<file path="src/hw/rtl/crc_pkg.sv">
`default_nettype none
package crc_pkg;

  localparam int unsigned COORD_W = 8;
  localparam int unsigned ERR_W = 16;
  localparam int unsigned CFG_IDX_W = 3;
  localparam int unsigned QUEUE_DEPTH = 2;
  localparam int unsigned NUM_OCTANTS = 8;
  localparam int unsigned OCT_W = $clog2(NUM_OCTANTS);

  // Operation codes
  localparam logic OP_START = 1'b0;
  localparam logic OP_ADVANCE = 1'b1;

  // Register indexes
  localparam logic [CFG_IDX_W-1:0] REG_AREA_X = 3'd0;
  localparam logic [CFG_IDX_W-1:0] REG_AREA_Y = 3'd1;
  localparam logic [CFG_IDX_W-1:0] REG_CLIP_LEFT = 3'd2;
  localparam logic [CFG_IDX_W-1:0] REG_CLIP_TOP = 3'd3;
  localparam logic [CFG_IDX_W-1:0] REG_CLIP_WIDTH = 3'd4;
  localparam logic [CFG_IDX_W-1:0] REG_CLIP_HEIGHT = 3'd5;

  localparam logic [COORD_W-1:0] CLIP_WIDTH_RST = 8'd255;
  localparam logic [COORD_W-1:0] CLIP_HEIGHT_RST = 8'd191;

  // One iteration handed from the front to the back
  typedef struct packed {
    logic [COORD_W-1:0] cx;
    logic [COORD_W-1:0] cy;
    logic [COORD_W-1:0] x;
    logic [COORD_W-1:0] y;
    logic               finish;
  } job_t;

  // Origin and clip window as seen by the back
  typedef struct packed {
    logic [COORD_W-1:0] area_x;
    logic [COORD_W-1:0] area_y;
    logic [COORD_W-1:0] clip_left;
    logic [COORD_W-1:0] clip_top;
    logic [COORD_W-1:0] clip_right;
    logic [COORD_W-1:0] clip_bottom;
  } view_t;

endpackage
`default_nettype wire

</file>
<file path="src/hw/rtl/circle_rasterizer_clipped.sv">
`default_nettype none
// Clipped midpoint circle rasterizer. A start beat (operation 0) latches centre and
// radius and gives no result. Each advance beat while a circle runs gives eight point
// beats in octant order, one per cycle from the output register when not stalled, so
// the back's single point path sets the sustained rate at which advance items drain.
// Items are accepted every cycle until QueueDepth iterations wait in the queue between
// the iteration front and the point back. Advance while idle gives nothing. Points are
// offset by the area origin with 8-bit wrap and flagged visible against the clip window,
// all edges inclusive. Configuration writes are always ready; write only while idle.
module circle_rasterizer_clipped #(
  parameter int unsigned QueueDepth = crc_pkg::QUEUE_DEPTH
) (
  input  wire logic                          clk_i,
  input  wire logic                          rst_ni,
  input  wire logic                          in_valid_i,
  output logic                               in_stall_o,
  input  wire logic                          operation_i,
  input  wire logic [crc_pkg::COORD_W-1:0]   center_x_i,
  input  wire logic [crc_pkg::COORD_W-1:0]   center_y_i,
  input  wire logic [crc_pkg::COORD_W-1:0]   radius_i,
  output logic                               out_valid_o,
  input  wire logic                          out_stall_i,
  output logic [crc_pkg::COORD_W-1:0]        pixel_x_o,
  output logic [crc_pkg::COORD_W-1:0]        pixel_y_o,
  output logic                               visible_o,
  output logic [crc_pkg::OCT_W-1:0]          octant_o,
  output logic                               last_o,
  output logic                               done_res_o,
  input  wire logic                          cfg_valid_i,
  output logic                               cfg_ready_o,
  input  wire logic [crc_pkg::CFG_IDX_W-1:0] cfg_index_i,
  input  wire logic [crc_pkg::COORD_W-1:0]   cfg_data_i
);
  import crc_pkg::*;

  logic [COORD_W-1:0] area_x_q, area_y_q, left_q, top_q, width_q, height_q;
  logic               push, pop, empty, full, accept;
  job_t               push_job, head_job;
  view_t              view;

  assign cfg_ready_o = 1'b1;
  assign in_stall_o = full;
  assign accept = in_valid_i && !in_stall_o;

  // Hold configuration registers
  always_ff @(posedge clk_i or negedge rst_ni) begin
    if (!rst_ni) begin
      area_x_q <= '0;
      area_y_q <= '0;
      left_q <= '0;
      top_q <= '0;
      width_q <= CLIP_WIDTH_RST;
      height_q <= CLIP_HEIGHT_RST;
    end else if (cfg_valid_i && cfg_ready_o) begin
      unique case (cfg_index_i)
        REG_AREA_X:      area_x_q <= cfg_data_i;
        REG_AREA_Y:      area_y_q <= cfg_data_i;
        REG_CLIP_LEFT:   left_q <= cfg_data_i;
        REG_CLIP_TOP:    top_q <= cfg_data_i;
        REG_CLIP_WIDTH:  width_q <= cfg_data_i;
        REG_CLIP_HEIGHT: height_q <= cfg_data_i;
        default: ;
      endcase
    end
  end

  // Window edges wrap at 8 bits
  assign view.area_x = area_x_q;
  assign view.area_y = area_y_q;
  assign view.clip_left = left_q;
  assign view.clip_top = top_q;
  assign view.clip_right = left_q + width_q - COORD_W'(1);
  assign view.clip_bottom = top_q + height_q - COORD_W'(1);

  crc_front u_front (
    .clk_i       (clk_i),
    .rst_ni      (rst_ni),
    .accept_i    (accept),
    .operation_i (operation_i),
    .center_x_i  (center_x_i),
    .center_y_i  (center_y_i),
    .radius_i    (radius_i),
    .push_o      (push),
    .job_o       (push_job)
  );

  crc_queue #(
    .Depth (QueueDepth)
  ) u_queue (
    .clk_i       (clk_i),
    .rst_ni      (rst_ni),
    .push_i      (push),
    .push_data_i (push_job),
    .pop_i       (pop),
    .head_o      (head_job),
    .empty_o     (empty),
    .full_o      (full)
  );

  crc_back u_back (
    .clk_i       (clk_i),
    .rst_ni      (rst_ni),
    .job_i       (head_job),
    .job_valid_i (!empty),
    .pop_o       (pop),
    .view_i      (view),
    .out_valid_o (out_valid_o),
    .out_stall_i (out_stall_i),
    .pixel_x_o   (pixel_x_o),
    .pixel_y_o   (pixel_y_o),
    .visible_o   (visible_o),
    .octant_o    (octant_o),
    .last_o      (last_o),
    .done_res_o  (done_res_o)
  );

endmodule
`default_nettype wire

</file>
<file path="src/hw/rtl/crc_front.sv">
`default_nettype none
module crc_front (
  input  wire logic                        clk_i,
  input  wire logic                        rst_ni,
  input  wire logic                        accept_i,
  input  wire logic                        operation_i,
  input  wire logic [crc_pkg::COORD_W-1:0] center_x_i,
  input  wire logic [crc_pkg::COORD_W-1:0] center_y_i,
  input  wire logic [crc_pkg::COORD_W-1:0] radius_i,
  output logic                             push_o,
  output crc_pkg::job_t                    job_o
);
  import crc_pkg::*;

  logic [COORD_W-1:0] cx_q, cx_d, cy_q, cy_d, x_q, x_d, y_q, y_d;
  logic [ERR_W-1:0]   err_q, err_d, err_step;
  logic               active_q, active_d, finish;

  assign finish = (x_q <= y_q);
  assign push_o = accept_i && (operation_i == OP_ADVANCE) && active_q;

  assign job_o.cx = cx_q;
  assign job_o.cy = cy_q;
  assign job_o.x = x_q;
  assign job_o.y = y_q;
  assign job_o.finish = finish;

  // Midpoint step: add 2y+1, pull x in when the error passes x
  assign err_step = err_q + {{(ERR_W-COORD_W-1){1'b0}}, y_q, 1'b1};

  always_comb begin
    cx_d = cx_q;
    cy_d = cy_q;
    x_d = x_q;
    y_d = y_q;
    err_d = err_q;
    active_d = active_q;
    if (accept_i && operation_i == OP_START) begin
      cx_d = center_x_i;
      cy_d = center_y_i;
      x_d = radius_i;
      y_d = '0;
      err_d = '0;
      active_d = 1'b1;
    end else if (push_o) begin
      if (finish) begin
        active_d = 1'b0;
      end else begin
        y_d = y_q + COORD_W'(1);
        err_d = err_step;
        if ($signed(err_step) > $signed({{(ERR_W-COORD_W){1'b0}}, x_q})) begin
          err_d = err_step + ERR_W'(1) - {{(ERR_W-COORD_W-1){1'b0}}, x_q, 1'b0};
          x_d = x_q - COORD_W'(1);
        end
      end
    end
  end

  always_ff @(posedge clk_i or negedge rst_ni) begin
    if (!rst_ni) begin
      cx_q <= '0;
      cy_q <= '0;
      x_q <= '0;
      y_q <= '0;
      err_q <= '0;
      active_q <= 1'b0;
    end else begin
      cx_q <= cx_d;
      cy_q <= cy_d;
      x_q <= x_d;
      y_q <= y_d;
      err_q <= err_d;
      active_q <= active_d;
    end
  end

endmodule
`default_nettype wire

</file>
<file path="src/hw/rtl/crc_queue.sv">
`default_nettype none
module crc_queue #(
  parameter int unsigned Depth = crc_pkg::QUEUE_DEPTH
) (
  input  wire logic          clk_i,
  input  wire logic          rst_ni,
  input  wire logic          push_i,
  input  wire crc_pkg::job_t push_data_i,
  input  wire logic          pop_i,
  output crc_pkg::job_t      head_o,
  output logic               empty_o,
  output logic               full_o
);
  import crc_pkg::*;

  localparam int unsigned PtrW = (Depth > 1) ? $clog2(Depth) : 1;
  localparam int unsigned CntW = $clog2(Depth + 1);

  job_t            mem_q [Depth];
  logic [PtrW-1:0] wr_ptr_q, rd_ptr_q;
  logic [CntW-1:0] count_q;

  assign head_o = mem_q[rd_ptr_q];
  assign empty_o = (count_q == '0);
  assign full_o = (count_q == CntW'(Depth));

  // Store pushed jobs
  always_ff @(posedge clk_i) begin
    if (push_i) begin
      mem_q[wr_ptr_q] <= push_data_i;
    end
  end

  // Advance pointers and fill count
  always_ff @(posedge clk_i or negedge rst_ni) begin
    if (!rst_ni) begin
      wr_ptr_q <= '0;
      rd_ptr_q <= '0;
      count_q <= '0;
    end else begin
      if (push_i) begin
        wr_ptr_q <= (wr_ptr_q == PtrW'(Depth - 1)) ? '0 : wr_ptr_q + PtrW'(1);
      end
      if (pop_i) begin
        rd_ptr_q <= (rd_ptr_q == PtrW'(Depth - 1)) ? '0 : rd_ptr_q + PtrW'(1);
      end
      if (push_i && !pop_i) begin
        count_q <= count_q + CntW'(1);
      end else if (pop_i && !push_i) begin
        count_q <= count_q - CntW'(1);
      end
    end
  end

  a_no_pop_empty: assert property (@(posedge clk_i) disable iff (!rst_ni)
    pop_i |-> !empty_o) else $error("pop from empty queue");
  a_no_push_full: assert property (@(posedge clk_i) disable iff (!rst_ni)
    push_i |-> !full_o) else $error("push into full queue");
  a_count_bound: assert property (@(posedge clk_i) disable iff (!rst_ni)
    count_q <= CntW'(Depth)) else $error("queue count overflow");

endmodule
`default_nettype wire

</file>
<file path="src/hw/rtl/crc_back.sv">
`default_nettype none
module crc_back (
  input  wire logic                        clk_i,
  input  wire logic                        rst_ni,
  input  wire crc_pkg::job_t               job_i,
  input  wire logic                        job_valid_i,
  output logic                             pop_o,
  input  wire crc_pkg::view_t              view_i,
  output logic                             out_valid_o,
  input  wire logic                        out_stall_i,
  output logic [crc_pkg::COORD_W-1:0]      pixel_x_o,
  output logic [crc_pkg::COORD_W-1:0]      pixel_y_o,
  output logic                             visible_o,
  output logic [crc_pkg::OCT_W-1:0]        octant_o,
  output logic                             last_o,
  output logic                             done_res_o
);
  import crc_pkg::*;

  logic [OCT_W-1:0]   idx_q;
  logic               out_valid_q, out_free, emit, is_last;
  logic [COORD_W-1:0] col_off, row_off, col, row, px, py;
  logic [COORD_W-1:0] px_q, py_q;
  logic [OCT_W-1:0]   oct_q;
  logic               vis_q, last_q, done_q, vis;

  assign out_free = !out_valid_q || !out_stall_i;
  assign emit = out_free && job_valid_i;
  assign is_last = (idx_q == OCT_W'(NUM_OCTANTS - 1));
  assign pop_o = emit && is_last;

  // Pick the symmetric point: upper half swaps x and y, bit 1 mirrors col, bit 0 row
  assign col_off = idx_q[2] ? job_i.y : job_i.x;
  assign row_off = idx_q[2] ? job_i.x : job_i.y;
  assign col = idx_q[1] ? job_i.cx - col_off : job_i.cx + col_off;
  assign row = idx_q[0] ? job_i.cy - row_off : job_i.cy + row_off;
  assign px = col + view_i.area_x;
  assign py = row + view_i.area_y;
  assign vis = (px >= view_i.clip_left) && (px <= view_i.clip_right) &&
               (py >= view_i.clip_top) && (py <= view_i.clip_bottom);

  // Walk the octant index
  always_ff @(posedge clk_i or negedge rst_ni) begin
    if (!rst_ni) begin
      idx_q <= '0;
      out_valid_q <= 1'b0;
    end else begin
      if (emit) begin
        idx_q <= idx_q + OCT_W'(1);
      end
      if (out_free) begin
        out_valid_q <= job_valid_i;
      end
    end
  end

  // Load the output beat
  always_ff @(posedge clk_i) begin
    if (emit) begin
      px_q <= px;
      py_q <= py;
      vis_q <= vis;
      oct_q <= idx_q;
      last_q <= is_last;
      done_q <= is_last && job_i.finish;
    end
  end

  assign out_valid_o = out_valid_q;
  assign pixel_x_o = px_q;
  assign pixel_y_o = py_q;
  assign visible_o = vis_q;
  assign octant_o = oct_q;
  assign last_o = last_q;
  assign done_res_o = done_q;

  a_done_on_last: assert property (@(posedge clk_i) disable iff (!rst_ni)
    out_valid_q |-> (!done_q || (last_q && oct_q == OCT_W'(NUM_OCTANTS - 1))))
    else $error("done without last point");
  a_pop_needs_job: assert property (@(posedge clk_i) disable iff (!rst_ni)
    pop_o |-> job_valid_i) else $error("pop without a job");

endmodule
`default_nettype wire
</file>
<file path="config.mk">
export PLATFORM = sky130hd
export DESIGN_NAME = circle_rasterizer_clipped
export DESIGN_NICKNAME = d
export VERILOG_FILES = /design/src/hw/rtl/crc_pkg.sv /design/src/hw/rtl/circle_rasterizer_clipped.sv /design/src/hw/rtl/crc_front.sv /design/src/hw/rtl/crc_queue.sv /design/src/hw/rtl/crc_back.sv
export SDC_FILE = /design/constraint.sdc
export NUM_CORES = 1
export LEC_CHECK = 0
export BUFFER_PORTS_ARGS = -buffer_cell sky130_fd_sc_hd__buf_2
export CORE_MARGIN = 8
export CORE_UTILIZATION = 41
export CTS_CLUSTER_DIAMETER = 120
export DETAILED_ROUTE_END_ITERATION = 10
export GPL_TIMING_DRIVEN = 1
export SLEW_MARGIN = 20
export SYNTH_ARGS = -nofsm -noshare
export SYNTH_HDL_FRONTEND = slang
export SYNTH_SLANG_ARGS = --single-unit
</file>
<file path="constraint.sdc">
create_clock -name clk_i -period 8.2 [get_ports clk_i]
set_input_delay 2.05 -clock clk_i [delete_from_list [all_inputs] [get_ports clk_i]]
set_output_delay 2.05 -clock clk_i [all_outputs]
set_load 0.02 [all_outputs]
</file>
==> run metrics <==
sum of negative setup slack 0 ns; most frequent cells in the layout ha_1, inv_1, nand2_1; Buffers & Inverters on Critical Path 1; Die Y ~190 microns; largest family of logic cells by synthesized area adder cells; total number of vias 8,227; relative slew slack 0.3284; max-slew violations 0; Hold Crit Class flip-flop to flip-flop; crit path DAT 5.47 ns; Slowest cell on crit path dfrtp_2; Crit. End Element flip-flop; Via density 5.119; mapped cell area 12,190 sq um; initial antenna violation count 0; Num CTS Buffers 17; WL/cell approximately 16 microns; asr flop ratio synth 0.5440; CP Launch Type flip-flop; routability cong. between 0.8 and 0.9; status completed; clock tree buffer depth 2; WP data required 8.45 ns; overall routed net length 25,870 microns; sequential share of the synthesized area 0.4338; crit-path cells mux4_2, inv_1, ha_1, mux2i_1, ha_1, a21o_1, a21o_1, xor2_1, ha_1, nand2_1, o21ai_0, a21o_1, a21oi_1, xnor2_1, xnor2_1, ha_1, nand3_1, nor2_1, a211oi_1, a21oi_1, nor4_1; kind of critical path flip-flop to flip-flop; Final Hold Vio Count 0; Post-Synth Adder-Cell Area 0.1619; DRT Pass-1 Iters 5; #FFs+latches synth 193; Starting Density 0.4136; Ys Warns 0; CP top delay family compound AO/OA/AOI/OAI gates; f_max 191.7 MHz; IO Count 66; clk sinks 193; Fillers 2,735; clock-pin slew on the worst setup and hold paths roughly 0.07 ns; clock latency on the worst-skew pair around 0.44 ns; cells after synthesis between 1,000 and 1,500; Setup Viol. Count Final 0; Post-synth EDFFs a little under 90; Compound-Gate Fraction of Synth Area 0.1056; CTS H-Tree Depth 4; Layout area overhead 11.53%; CTS tree built; IO Port Bufs 64; leading cell type in the layout, fill and taps excluded ha_1; xor/xnor share of the synthesized area 0.06249; top-area cell type share of the netlist area 0.2167; die area between 30,000 and 40,000 sq um; root buf cell clkbuf_16; core area 29,480 sq um; CP dominant cell by count ha_1; synth top area cells edfxtp_1, dfrtp_1, ha_1; 1st-iter DRT viols 375; area leader, netlist edfxtp_1; total grt overflow 0; hold_buf cts 0; unique cell type count in the Yosys netlist 60; largest net degree at the start of global routing 57; worst-margin pin slew 1.005 ns; post-layout min period around 5.2 ns; Layout Nets 1,398; DP HPWL 19,860 microns; Clock Skew 0.01381 ns; Syn Nets 1,332; Antenna Cells 0; R2R Setup Slk 2.98 ns; Avg Inst Size Synth 10.71 sq um; All-Layer GR Usage 0.1506; first-pass GRT wire length 43,450 microns; Synth Flop Type dfrtp_1; die span in x 188.5 microns; ANT nets after route 0; postcts setup bufs 0; share of layout cells above drive strength 1 0.1627; DR DRC count 0; slowest stage delay, CP 0.66 ns; CP Max Fanout 18; number of global-route vias before repair between 8,000 and 9,000; post-CTS sizing 0; max cap viols 0; Tcrit/Tclk final 0.6362; multiplexer area fraction after synthesis 0.08261; Simple-Gate Fraction of Synth Area 0.1062; RSZ-0062 raised after global routing no; row count between 60 and 70
final timing paths:
| kind | start | endpoint | cells after the start |
|---|---|---|---|
| setup / recovery | u_queue.rd_ptr_q | u_back.visible_o | 21 |
| hold / removal | u_front.cx_q[1] | u_queue.mem_q[0][26] | 0 |
| setup reg to reg | u_queue.rd_ptr_q | u_back.visible_o | 21 |
| hold reg to reg | u_front.cx_q[1] | u_queue.mem_q[0][26] | 0 |
| max in group asynchronous | rst_ni | u_queue.rd_ptr_q | 2 |
| min in group asynchronous | rst_ni | u_front.cy_q[7] | 1 |
cells by family after synthesis:
| kind of cell | count (synthesis) |
|---|---|
| adder cells (fa/ha/maj) | 153 |
| other | 1 |
| multiplexers | 75 |
| XOR/XNOR | 87 |
| AO/OA/AOI/OAI | 207 |
| buffers and inverters | 150 |
| flip-flops | 193 |
| AND/OR/NAND/NOR | 272 |
cells in the mapped netlist (all sizes together), types with 7 or more instances:
cell type and number:
xnor2 65, o21bai 10, mux2 45, nand4 9, xor2 22, o21ai 57, nand2 100, mux2i 14
nor3 15, dfstp 15, nor2 60, nor2b 8, nand2b 16, edfxtp 88, ha 145, clkbuf 20
a21oi 60, mux4 16, inv 123, a31oi 12, fa 8, o211ai 8, a21o 30, dfrtp 90
nand3 29, buf 7
sequential cells by signal, indices dropped and copies added (netlist names), 2 cells and up:
signal            count
u_front.y_q           8
top_q                 8
u_front.err_q        16
u_back.octant_o       3
u_queue.mem_q        66
left_q                8
u_front.x_q           8
u_front.cx_q          8
u_back.pixel_x_o      8
u_back.pixel_y_o      8
area_x_q              8
width_q               8
u_back.idx_q          3
area_y_q              8
u_front.cy_q          8
height_q              8
u_queue.count_q       2
area by class of cell:
| class | count | area [sq um] | area share |
|---|---|---|---|
| well taps | 390 | 488.0 | 0.03588 |
| clock buffers | 21 | 483.0 | 0.03551 |
| inverters | 123 | 461.7 | 0.03395 |
| repair buffers | 74 | 397.9 | 0.02926 |
| flip-flops and latches | 193 | 5290 | 0.3890 |
| multi-input cells | 795 | 6367 | 0.4682 |
| clock inverters | 11 | 111.4 | 0.008188 |
routing by layer:
layer  vias to the layer above  track usage  part of all wire
li1                       4142            -                 -
met1                      3943       0.1903              0.46
met2                       120       0.2651              0.50
met3                        22      0.02126             0.030
met4                         0      0.04149             0.012
met5                         -            0                 0
worst register-to-register path: stages, from the launching register on:
cell,delay (ns)
dfrtp_2,0.66
mux4_2,0.62
inv_1,0.08
ha_1,0.21
mux2i_1,0.25
ha_1,0.30
a21o_1,0.19
a21o_1,0.20
xor2_1,0.16
ha_1,0.30
nand2_1,0.05
o21ai_0,0.35
a21o_1,0.18
a21oi_1,0.07
xnor2_1,0.13
xnor2_1,0.29
ha_1,0.30
nand3_1,0.11
nor2_1,0.05
a211oi_1,0.21
a21oi_1,0.08
nor4_1,0.25
stage by stage:
stage	util	worst slack [ns]	cells	hold WS [ns]	instance area, sq um
finish	0.4613	2.983	1607	0.4739	13600
CTS	0.4610	2.929	1607	0.4777	13590
detailed placement	0.4408	2.957	1575	0.4546	13000
floorplan	-	2.815	1138	0.4419	12190
global route	0.4613	2.445	1607	0.4959	13600
global placement	0.4408	3.101	1575	0.4506	13000
Power is not shown: default switching activity piles up to over one toggle a cycle in this logic, so the estimate is an artifact.
